<file path="src/hw/rtl/iac_pkg.sv">
// Shared types and constants for the intruder alarm controller.
`timescale 1ns / 1ps

package iac_pkg;

    typedef enum logic [2:0] {
        MODE_DISARMED  = 3'd0,
        MODE_ARMING    = 3'd1,
        MODE_ARMED     = 3'd2,
        MODE_DISARMING = 3'd3,
        MODE_INTRUDER  = 3'd4
    } mode_t;

    localparam logic [1:0] LED_GREEN = 2'd0;
    localparam logic [1:0] LED_BLUE  = 2'd1;
    localparam logic [1:0] LED_RED   = 2'd2;

    localparam int CFG_IDX_W  = 3;
    localparam int CFG_DATA_W = 16;

    localparam logic [CFG_IDX_W-1:0] CFG_PW_DIGIT0 = 3'd0;
    localparam logic [CFG_IDX_W-1:0] CFG_PW_DIGIT1 = 3'd1;
    localparam logic [CFG_IDX_W-1:0] CFG_PW_DIGIT2 = 3'd2;
    localparam logic [CFG_IDX_W-1:0] CFG_PW_DIGIT3 = 3'd3;
    localparam logic [CFG_IDX_W-1:0] CFG_DELAY     = 3'd4;
    localparam logic [CFG_IDX_W-1:0] CFG_KEY_GAP   = 3'd5;

    typedef logic [7:0]  key_t;
    typedef logic [15:0] ticks_t;
    typedef key_t [3:0]  digits_t;

    localparam ticks_t COUNT_SAT     = 16'd65534;
    localparam ticks_t DELAY_RESET   = 16'd1200;
    localparam ticks_t KEY_GAP_RESET = 16'd1000;
    localparam digits_t DIGITS_RESET = {8'd52, 8'd51, 8'd50, 8'd49};

    // Password unit control from the mode logic
    typedef struct packed {
        logic check;    // key is checked this item
        logic restart;  // key gap exceeded: entry starts over
    } pw_ctl_t;

    // Next result computed by the mode logic
    typedef struct packed {
        mode_t mode;
        logic  sounder;
        logic  accepted;
    } result_t;

endpackage

</file>
<file path="src/hw/rtl/iac_pw.sv">
// Password key store, entry position and comparison.
`timescale 1ns / 1ps

module iac_pw #(
    parameter int PASSWORD_LENGTH = 4
) (
    input  logic             clk,
    input  logic             rst_n,
    input  logic             step,
    input  iac_pkg::pw_ctl_t ctl,
    input  iac_pkg::key_t    key,
    input  iac_pkg::digits_t digits,
    output logic             match
);

    localparam int PosW = (PASSWORD_LENGTH > 1) ? $clog2(PASSWORD_LENGTH) : 1;
    localparam logic [PosW-1:0] LAST_POS = PosW'(PASSWORD_LENGTH - 1);

    logic [PosW-1:0] pos_reg;
    logic [PosW-1:0] pos_next;
    logic [PosW-1:0] pos_eff;
    iac_pkg::key_t   keys_reg [PASSWORD_LENGTH];
    logic            complete;
    logic            all_ok;

    assign pos_eff  = ctl.restart ? '0 : pos_reg;
    assign complete = ctl.check && (pos_eff == LAST_POS);

    // Earlier positions come from the store; the last one is the key itself.
    always_comb
    begin
        all_ok = (key == digits[2'(PASSWORD_LENGTH - 1)]);
        for (int i = 0; i < PASSWORD_LENGTH - 1; i++)
        begin
            if (keys_reg[i] != digits[2'(i)])
            begin
                all_ok = 1'b0;
            end
        end
    end

    assign match = complete && all_ok;

    always_comb
    begin
        pos_next = pos_reg;
        if (ctl.check)
        begin
            pos_next = (pos_eff == LAST_POS) ? '0 : pos_eff + 1'b1;
        end
    end

    always_ff @(posedge clk or negedge rst_n)
    begin
        if (!rst_n)
        begin
            pos_reg <= '0;
        end
        else if (step)
        begin
            pos_reg <= pos_next;
        end
    end

    always_ff @(posedge clk)
    begin
        if (step && ctl.check)
        begin
            keys_reg[pos_eff] <= key;
        end
    end

endmodule

</file>
<file path="src/hw/rtl/iac_ctrl.sv">
// Mode state machine, tick counter, sensor latches and sounder.
`timescale 1ns / 1ps

module iac_ctrl (
    input  logic              clk,
    input  logic              rst_n,
    input  logic              step,
    input  logic              key_valid,
    input  logic [2:0]        window_hits,
    input  logic              door_hit,
    input  iac_pkg::ticks_t   delay_ticks,
    input  iac_pkg::ticks_t   key_gap_ticks,
    input  logic              pw_match,
    output iac_pkg::pw_ctl_t  pw_ctl,
    output iac_pkg::result_t  result
);

    iac_pkg::mode_t  mode_reg, mode_next;
    logic            ep_reg, ep_next;
    iac_pkg::ticks_t tc_reg, tc_next;
    logic [2:0]      wf_reg, wf_next;
    logic            df_reg, df_next;
    logic            phase_reg, phase_next;
    logic            snd_reg, snd_next;

    logic [2:0]      wf;
    logic            df;
    iac_pkg::ticks_t inc1;
    iac_pkg::ticks_t inc2;
    iac_pkg::ticks_t tc_base;
    logic            delay_hit;
    logic            check_en;
    logic            go;

    assign wf        = wf_reg | window_hits;
    assign df        = df_reg | door_hit;
    assign inc1      = (tc_reg < iac_pkg::COUNT_SAT) ? tc_reg + 16'd1 : tc_reg;
    assign inc2      = inc1 + 16'd1;  // inc1 exceeds 65534 only when tc_reg holds 65535
    assign delay_hit = inc2 > delay_ticks;

    always_comb
    begin
        mode_next  = mode_reg;
        tc_base    = inc1;
        wf_next    = wf;
        df_next    = df;
        phase_next = phase_reg;
        snd_next   = snd_reg;
        check_en   = 1'b0;
        go         = 1'b0;
        unique case (mode_reg)
            iac_pkg::MODE_ARMING:
            begin
                tc_base = inc2;
                if (delay_hit)
                begin
                    go = 1'b1;
                    mode_next = iac_pkg::MODE_ARMED;
                end
            end
            iac_pkg::MODE_ARMED:
            begin
                if (wf != 3'd0)
                begin
                    go = 1'b1;
                    mode_next = iac_pkg::MODE_INTRUDER;
                end
                else if (df)
                begin
                    go = 1'b1;
                    mode_next = iac_pkg::MODE_DISARMING;
                end
                else
                begin
                    check_en = 1'b1;
                    if (pw_match)
                    begin
                        go = 1'b1;
                        mode_next = iac_pkg::MODE_DISARMED;
                    end
                end
            end
            iac_pkg::MODE_DISARMING:
            begin
                tc_base = inc2;
                if (delay_hit || (wf != 3'd0))
                begin
                    go = 1'b1;
                    mode_next = iac_pkg::MODE_INTRUDER;
                end
                else
                begin
                    check_en = 1'b1;
                    if (pw_match)
                    begin
                        go = 1'b1;
                        mode_next = iac_pkg::MODE_DISARMED;
                    end
                end
            end
            iac_pkg::MODE_INTRUDER:
            begin
                phase_next = !phase_reg;
                snd_next   = !phase_reg;
                check_en   = 1'b1;
                if (pw_match)
                begin
                    go = 1'b1;
                    mode_next = iac_pkg::MODE_DISARMED;
                end
            end
            default:
            begin
                // disarmed, and any stray code falls back to it
                mode_next = iac_pkg::MODE_DISARMED;
                if (ep_reg)
                begin
                    wf_next = 3'd0;
                    df_next = 1'b0;
                end
                snd_next = 1'b1;
                check_en = 1'b1;
                if (pw_match)
                begin
                    go = 1'b1;
                    mode_next = iac_pkg::MODE_ARMING;
                end
            end
        endcase

        pw_ctl.check   = check_en && key_valid;
        pw_ctl.restart = tc_base > key_gap_ticks;

        if (go || (pw_ctl.check && pw_ctl.restart))
        begin
            tc_next = '0;
        end
        else
        begin
            tc_next = tc_base;
        end
        ep_next = go;

        result.mode     = mode_next;
        result.sounder  = snd_next;
        result.accepted = pw_match;
    end

    always_ff @(posedge clk or negedge rst_n)
    begin
        if (!rst_n)
        begin
            mode_reg  <= iac_pkg::MODE_DISARMED;
            ep_reg    <= 1'b1;
            tc_reg    <= '0;
            wf_reg    <= '0;
            df_reg    <= 1'b0;
            phase_reg <= 1'b0;
            snd_reg   <= 1'b1;
        end
        else if (step)
        begin
            mode_reg  <= mode_next;
            ep_reg    <= ep_next;
            tc_reg    <= tc_next;
            wf_reg    <= wf_next;
            df_reg    <= df_next;
            phase_reg <= phase_next;
            snd_reg   <= snd_next;
        end
    end

endmodule

</file>
<file path="src/hw/rtl/intruder_alarm_controller.sv">
// Top level of the intruder alarm controller.
`timescale 1ns / 1ps
//
// Usage:
//   Tick channel (tick_valid/tick_ready) carries one item per alarm tick: an
//   optional keypad key plus window and door sensor pulses. Result channel
//   (result_valid/result_ready) returns one item per tick: mode after the
//   tick, sounder pin (active low), LED color/blink and a password-accepted
//   flag.
//   Latency: a result is valid the cycle after its tick is accepted.
//   Throughput: one item per clock. All next-state logic sits between the
//   state registers and the result register, so tick_ready stays high
//   whenever the result register is empty or is being drained that cycle.
//   Stall: while a result waits for result_ready, the result register holds
//   and tick_ready drops, so no tick is lost.
//   Configuration: cfg_write/cfg_index/cfg_data write the four password
//   digits, the arm/disarm delay and the key gap; write only while idle.
//   Reset (rst_n low, async): disarmed, first-tick flag set, counter and
//   latches cleared, sounder off (high), registers to their defaults.
//
module intruder_alarm_controller #(
    parameter int PASSWORD_LENGTH = 4
) (
    input  logic                           clk,
    input  logic                           rst_n,
    // configuration
    input  logic                           cfg_write,
    input  logic [iac_pkg::CFG_IDX_W-1:0]  cfg_index,
    input  logic [iac_pkg::CFG_DATA_W-1:0] cfg_data,
    // tick items
    input  logic                           tick_valid,
    output logic                           tick_ready,
    input  logic                           key_valid,
    input  logic [7:0]                     key_code,
    input  logic [2:0]                     window_hits,
    input  logic                           door_hit,
    // result items
    output logic                           result_valid,
    input  logic                           result_ready,
    output logic [2:0]                     alarm_state,
    output logic                           sounder_level,
    output logic [1:0]                     led_color,
    output logic                           led_blinking,
    output logic                           password_accepted
);

    // configuration registers
    iac_pkg::digits_t digits_reg;
    iac_pkg::ticks_t  delay_reg;
    iac_pkg::ticks_t  gap_reg;

    // result register
    logic             rv_reg;
    logic [2:0]       state_reg;
    logic             snd_reg;
    logic [1:0]       color_reg;
    logic             blink_reg;
    logic             acc_reg;

    logic             step;
    iac_pkg::pw_ctl_t pw_ctl;
    logic             pw_match;
    iac_pkg::result_t res;
    logic [1:0]       color_next;
    logic             blink_next;

    assign tick_ready = !rv_reg || result_ready;
    assign step       = tick_valid && tick_ready;

    always_ff @(posedge clk or negedge rst_n)
    begin
        if (!rst_n)
        begin
            digits_reg <= iac_pkg::DIGITS_RESET;
            delay_reg  <= iac_pkg::DELAY_RESET;
            gap_reg    <= iac_pkg::KEY_GAP_RESET;
        end
        else if (cfg_write)
        begin
            unique case (cfg_index)
                iac_pkg::CFG_PW_DIGIT0: digits_reg[0] <= cfg_data[7:0];
                iac_pkg::CFG_PW_DIGIT1: digits_reg[1] <= cfg_data[7:0];
                iac_pkg::CFG_PW_DIGIT2: digits_reg[2] <= cfg_data[7:0];
                iac_pkg::CFG_PW_DIGIT3: digits_reg[3] <= cfg_data[7:0];
                iac_pkg::CFG_DELAY:     delay_reg     <= cfg_data;
                iac_pkg::CFG_KEY_GAP:   gap_reg       <= cfg_data;
                default:
                begin
                    // unused indexes are ignored
                end
            endcase
        end
    end

    iac_ctrl u_ctrl (
        .clk           (clk),
        .rst_n         (rst_n),
        .step          (step),
        .key_valid     (key_valid),
        .window_hits   (window_hits),
        .door_hit      (door_hit),
        .delay_ticks   (delay_reg),
        .key_gap_ticks (gap_reg),
        .pw_match      (pw_match),
        .pw_ctl        (pw_ctl),
        .result        (res)
    );

    iac_pw #(
        .PASSWORD_LENGTH (PASSWORD_LENGTH)
    ) u_pw (
        .clk    (clk),
        .rst_n  (rst_n),
        .step   (step),
        .ctl    (pw_ctl),
        .key    (key_code),
        .digits (digits_reg),
        .match  (pw_match)
    );

    // LED indication follows the mode after the tick
    always_comb
    begin
        unique case (res.mode)
            iac_pkg::MODE_DISARMED:
            begin
                color_next = iac_pkg::LED_GREEN;
                blink_next = 1'b0;
            end
            iac_pkg::MODE_ARMING,
            iac_pkg::MODE_DISARMING:
            begin
                color_next = iac_pkg::LED_BLUE;
                blink_next = 1'b1;
            end
            iac_pkg::MODE_ARMED:
            begin
                color_next = iac_pkg::LED_RED;
                blink_next = 1'b0;
            end
            default:
            begin
                color_next = iac_pkg::LED_RED;
                blink_next = 1'b1;
            end
        endcase
    end

    always_ff @(posedge clk or negedge rst_n)
    begin
        if (!rst_n)
        begin
            rv_reg <= 1'b0;
        end
        else if (step)
        begin
            rv_reg <= 1'b1;
        end
        else if (result_ready)
        begin
            rv_reg <= 1'b0;
        end
    end

    always_ff @(posedge clk)
    begin
        if (step)
        begin
            state_reg <= res.mode;
            snd_reg   <= res.sounder;
            color_reg <= color_next;
            blink_reg <= blink_next;
            acc_reg   <= res.accepted;
        end
    end

    assign result_valid      = rv_reg;
    assign alarm_state       = state_reg;
    assign sounder_level     = snd_reg;
    assign led_color         = color_reg;
    assign led_blinking      = blink_reg;
    assign password_accepted = acc_reg;

endmodule

</file>
<file path="config.mk">
export PLATFORM = sky130hd
export DESIGN_NAME = intruder_alarm_controller
export DESIGN_NICKNAME = d
export VERILOG_FILES = /design/src/hw/rtl/iac_pkg.sv /design/src/hw/rtl/iac_pw.sv /design/src/hw/rtl/iac_ctrl.sv /design/src/hw/rtl/intruder_alarm_controller.sv
export SDC_FILE = /design/constraint.sdc
export NUM_CORES = 1
export LEC_CHECK = 0
export BUFFER_PORTS_ARGS = -buffer_cell sky130_fd_sc_hd__buf_2
export CAP_MARGIN = 20
export CORE_AREA = 10 10 163 127
export CTS_CLUSTER_SIZE = 10
export DETAILED_ROUTE_END_ITERATION = 6
export DIE_AREA = 0 0 173 137
export SYNTH_ARGS = -nofsm -noshare
export SYNTH_HDL_FRONTEND = slang
export SYNTH_HIERARCHICAL = 1
export SYNTH_SLANG_ARGS = --single-unit
</file>
<file path="constraint.sdc">
create_clock -name clk -period 8.8 [get_ports clk]
set_clock_uncertainty 0.2 [all_clocks]
set_input_delay 0 -clock clk [delete_from_list [all_inputs] [get_ports clk]]
set_output_delay 0 -clock clk [all_outputs]
set_load 0.05 [all_outputs]
</file>
After elaboration in Yosys (flattened, before gate mapping). Memory sizes are Yosys's and may differ from the RTL's. Index checks and enable logic that the tools add are counted.

Bits in registers: 85. Input bits: 37. Bits in writable memories: 32. Word-level logic and storage cells: 104. Output and inout bits: 10. Memories kept: 1.

Add/subtract/negate cells: 3. Bitwise logic cells: 2. Mux-type cells: 36. Reduce and logical (&&, ||, !) cells: 26. $lt $le $gt $ge: 3. Equality and inequality tests: 15.

Memories: u_pw.keys_reg (words 4, width 8, read ports 3, clocked after memory_dff 0, wr ports 1, RTL line iac_pw.sv:22) `iac_pkg::key_t keys_reg [PASSWORD_LENGTH];`.

Operator list (count): 2-to-1 mux 16 bit (3); adder 16 x 1 -> 16 bit (second input constant) (2); greater-than comparator 16 bit (2); 2-to-1 mux 3 bit (7); 2-to-1 mux 1 bit (19); less-than comparator 16 bit (second input constant) (1); inequality test 8 bit (2); equality test 3 x 2 -> 1 bit (second input constant) (4); one-hot mux 3 bit (4 select lines) (1); AND reduction 2 bit (6); equality test 3 x 1 -> 1 bit (second input constant) (3); equality test 3 bit (second input constant) (3); equality test 8 bit (second input constant) (1); inequality test 8 bit (second input constant) (1); logical AND 1 bit (6); logical NOT 3 bit (2); one-hot mux 1 bit (3 select lines) (2); OR reduction 2 bit (3); 2-to-1 mux 2 bit (2); one-hot mux 2 bit (2 select lines) (1); OR reduction 4 bit (1); logical OR 1 bit (3); bitwise OR 3 bit (1); nonzero test 3 bit (1); other kinds (7) (8).

Logic depth before layout (Yosys ltp).
Word-level depth: 17. Depth in mapped cells: 28.

Hierarchy. Netlist, hierarchy kept.

Modules (own cells, without submodules): iac_ctrl (times used 1, area an instance 3230.6 um^2, cells an instance 426, seq. area each 653.1 um^2); intruder_alarm_controller (times used 1, area an instance 2816.5 um^2, cells an instance 156, seq. area each 1895.6 um^2); iac_pw (times used 1, area an instance 808.3 um^2, cells an instance 53, seq. area each 530.5 um^2).

Worst setup path before layout. No wires, ideal clock.

Path type: flip-flop to flip-flop. Start point: register u_ctrl.tc_reg[8]. End point: register blink_reg, in the netlist led_blinking, data pin. Arrival: 5737 ps. Cell stages (with the launch flop): 24. Period minus slack after synthesis: 6199 ps. Path slack: 2601 ps. Cell sequence: dfrtp_1 -> buf_4 -> nand4_1 -> or4_4 -> xnor2_1 -> ha_1 -> nand2_2 -> nor4_1 -> nand2_1 -> xnor2_1 -> ha_1 -> a21oi_1 -> nand2_1 -> a221o_1 -> a211oi_1 -> o31a_1 -> nand3_1 -> or4_1 -> nor4_2 -> o21ai_0 -> a21oi_1 -> o31a_1 -> a21oi_1 -> or2_2.

RTL lines: start: declaration (RTL line iac_ctrl.sv:20) `iac_pkg::ticks_t tc_reg, tc_next;`; start signal: assignment (RTL line iac_ctrl.sv:165) `tc_reg <= tc_next;`; end signal: assignment (RTL line intruder_alarm_controller.sv:172) `blink_reg <= blink_next;`; end: declaration (RTL line intruder_alarm_controller.sv:57) `logic blink_reg;`.

==> impl_metrics.csv <==
group,metric,value,unit
setup_path,reg2reg_depth,22,
clock_network,cts_root_buffer,"clkbuf_16",
timing,hold_viol_final,0,
clock_network,cts_setup_buffers,0,
clock_network,clk_pin_slew_worst_paths,0.07,ns
synth,netlist_area,6240,sq um
placed_design,io_buffers,46,
timing,fin_setup_tns,0,ns
synth,syn_avg_cell_area,10.4,sq um
placed_design,hpwlAfterDp,11300,microns
routing,wire_per_inst,16.2,microns
synth,yosys_warnings,6,
timing,slew_violations,0,
routing,first_pass_iters,5,
floorplan,ios,47,
floorplan,dieWidth,173,microns
routing,wirelength,15000,microns
final_layout,nets,750,
clock_network,insertion_delay,0.36,ns
worst_hold_path,worstHoldPathCells,5,
timing,max_freq,131,MHz
floorplan,die_area,23700,sq um
final_layout,area_growth,17.5,%
timing,rsz0062_at_grt,"false",
job,maxCapViolations,0,
timing,finalCritPeriodShare,86.6,%
timing,tightest_slew,1.04,ns
pwr,powerDensity,241,nW/um^2
setup_path,worstSetupPathType,"flip-flop to flip-flop",
floorplan,initial_utilization,35.8,%
placed_design,place_congestion,0.916,
pwr,p_leak,0.00302,uW
setup_path,cpPeakStageDelay,0.67,ns
pwr,irDropWorstVdd,0.000115,V
global_route,grt_overflow,0,
global_route,grt_start_max_net_pins,62,
worst_hold_path,hold_class,"input pin to flip-flop",
final_layout,fin_area,7340,sq um
routing,ant_nets,0,
clock_network,numCtsBuffers,9,
clock_network,cts_resized,0,
routing,dr_total_vias,4722,
setup_path,cp_max_fo,11,
status,status,"complete, no violations",
floorplan,die_h,137,microns
placed_design,placed_area,6680,sq um
final_layout,antenna_cells,0,
timing,setup_viol,0,
clock_network,htree_levels,3,
synth,syn-instance-count,600,
final_layout,fillCellCount,1694,
floorplan,design.core.area,17400,sq um
synth,synth_nets,674,
setup_path,cp-start-kind,"flip-flop",
setup_path,crit_chain,"nand4_1 > or4_4 > xnor2_1 > ha_1 > nand2_2 > nor4_1 > nand2_1 > xnor2_1 > ha_1 > a21oi_1 > nand2_1 > a221o_1 > a211oi_1 > o31a_1 > nand3_1 > or4_1 > nor4_2 > o21ai_0 > a21oi_1 > o31a_1 > a21oi_1 > or2_2",
global_route,grt_usage,12.9,%
routing,drt_iter0_drc,380,
setup_path,worst_ep_required_time,8.71,ns
global_route,grt_pass1_wl,25000,microns
clock_network,cts_tree,"yes",
final_layout,drive_above_1_share,22.5,%
setup_path,cp_slowest_cell,"a211oi_1",
setup_path,cpMostUsedCell,"a21oi_1",
timing,max-slew-margin-rel,30.8,%
setup_path,cp.arrival,7.53,ns
clock_network,clockBufferDepth,2,
timing,min_period,7.62,ns
routing,viasPerCell,5.12,
clock_network,cts.sinks,101,
global_route,grt_pass1_vias,4706,
routing,drc,0,
floorplan,fp-row-count,42,
global_route,antenna_found_initial,0,
setup_path,end_kind,"flip-flop",
timing,whs,0.0112,ns
final_layout,post-route-util,42.0,%
==> cell usage in the layout, fill, tap and decap left out, types with 16 or more instances in the layout <==
master,count
inv_1,65
dfrtp_1,59
buf_2,45
mux2_2,39
nor2_1,38
dlygate4sd3_1,37
ha_1,37
xnor2_1,36
nand2_1,31
a21oi_1,30
edfxtp_1,24
nand4_1,21
dfstp_2,18
o21ai_0,16
==> per-layer routing <==
metal / routed length [microns] / up-vias / GRT usage (%)
li1: - / 2296 / -
met1: 7580 / 2300 / 18.6
met2: 6470 / 114 / 19.2
met3: 826 / 12 / 2.73
met4: 113 / 0 / 3.30
met5: 0 / - / 0
==> where the power goes <==
part / internal [uW] / leakage (uW) / switching, uW
Sequential: 601 / 0.00113 / 99.3
Clock: 197 / 0.000136 / 186
Combinational: 295 / 0.00176 / 388
Total: 1090 / 0.00302 / 674
==> worst paths after layout <==
check,startpoint,endpoint,slack (ns)
setup / recovery,u_ctrl/tc_reg[1],led_blinking,1.18
hold / removal,key_valid,u_pw/pos_reg[0],0.01
setup reg to reg,u_ctrl/tc_reg[1],led_blinking,1.18
hold reg to reg,u_ctrl/phase_reg,u_ctrl/phase_reg,0.31
max in group asynchronous,rst_n,u_ctrl/tc_reg[12],6.83
min in group asynchronous,rst_n,gap_reg[9],0.49
==> through the flow <==
stage	total power [uW]	cells	setup slack (ns)
2_1_floorplan	1200	600	2.60
3_3_place_gp	1350	870	1.69
3_5_place_dp	1370	870	1.29
4_1_cts	1770	923	1.25
5_1_grt	1900	923	0.480
6_report	1770	923	1.18
==> final cells by class <==
| cell class | instances | area (sq um) | share of cell area [%] |
|---|---|---|---|
| clock buffer | 10 | 229 | 3.12 |
| inverter | 65 | 244 | 3.33 |
| clock inverter | 6 | 58.8 | 0.802 |
| multi-input combinational | 413 | 3210 | 43.7 |
| timing repair buffer | 86 | 626 | 8.53 |
| tap | 242 | 303 | 4.13 |
| sequential | 101 | 2670 | 36.4 |
==> repair_timing <==
action,in CTS,in global routing
endpoints found under the setup margin,0,0
hold endpoints to repair,131,0
hold buffers,37,0
==> critical path: cells and delay by family (launching register included) <==
kind	cells	cell delay [ns]
adder cells (fa/ha/maj)	2	0.67
AO/OA/AOI/OAI	8	2.10
AND/OR/NAND/NOR	10	3.41
XOR/XNOR	2	0.53
flip-flops	1	0.46
(Power assumes the default switching activity.)
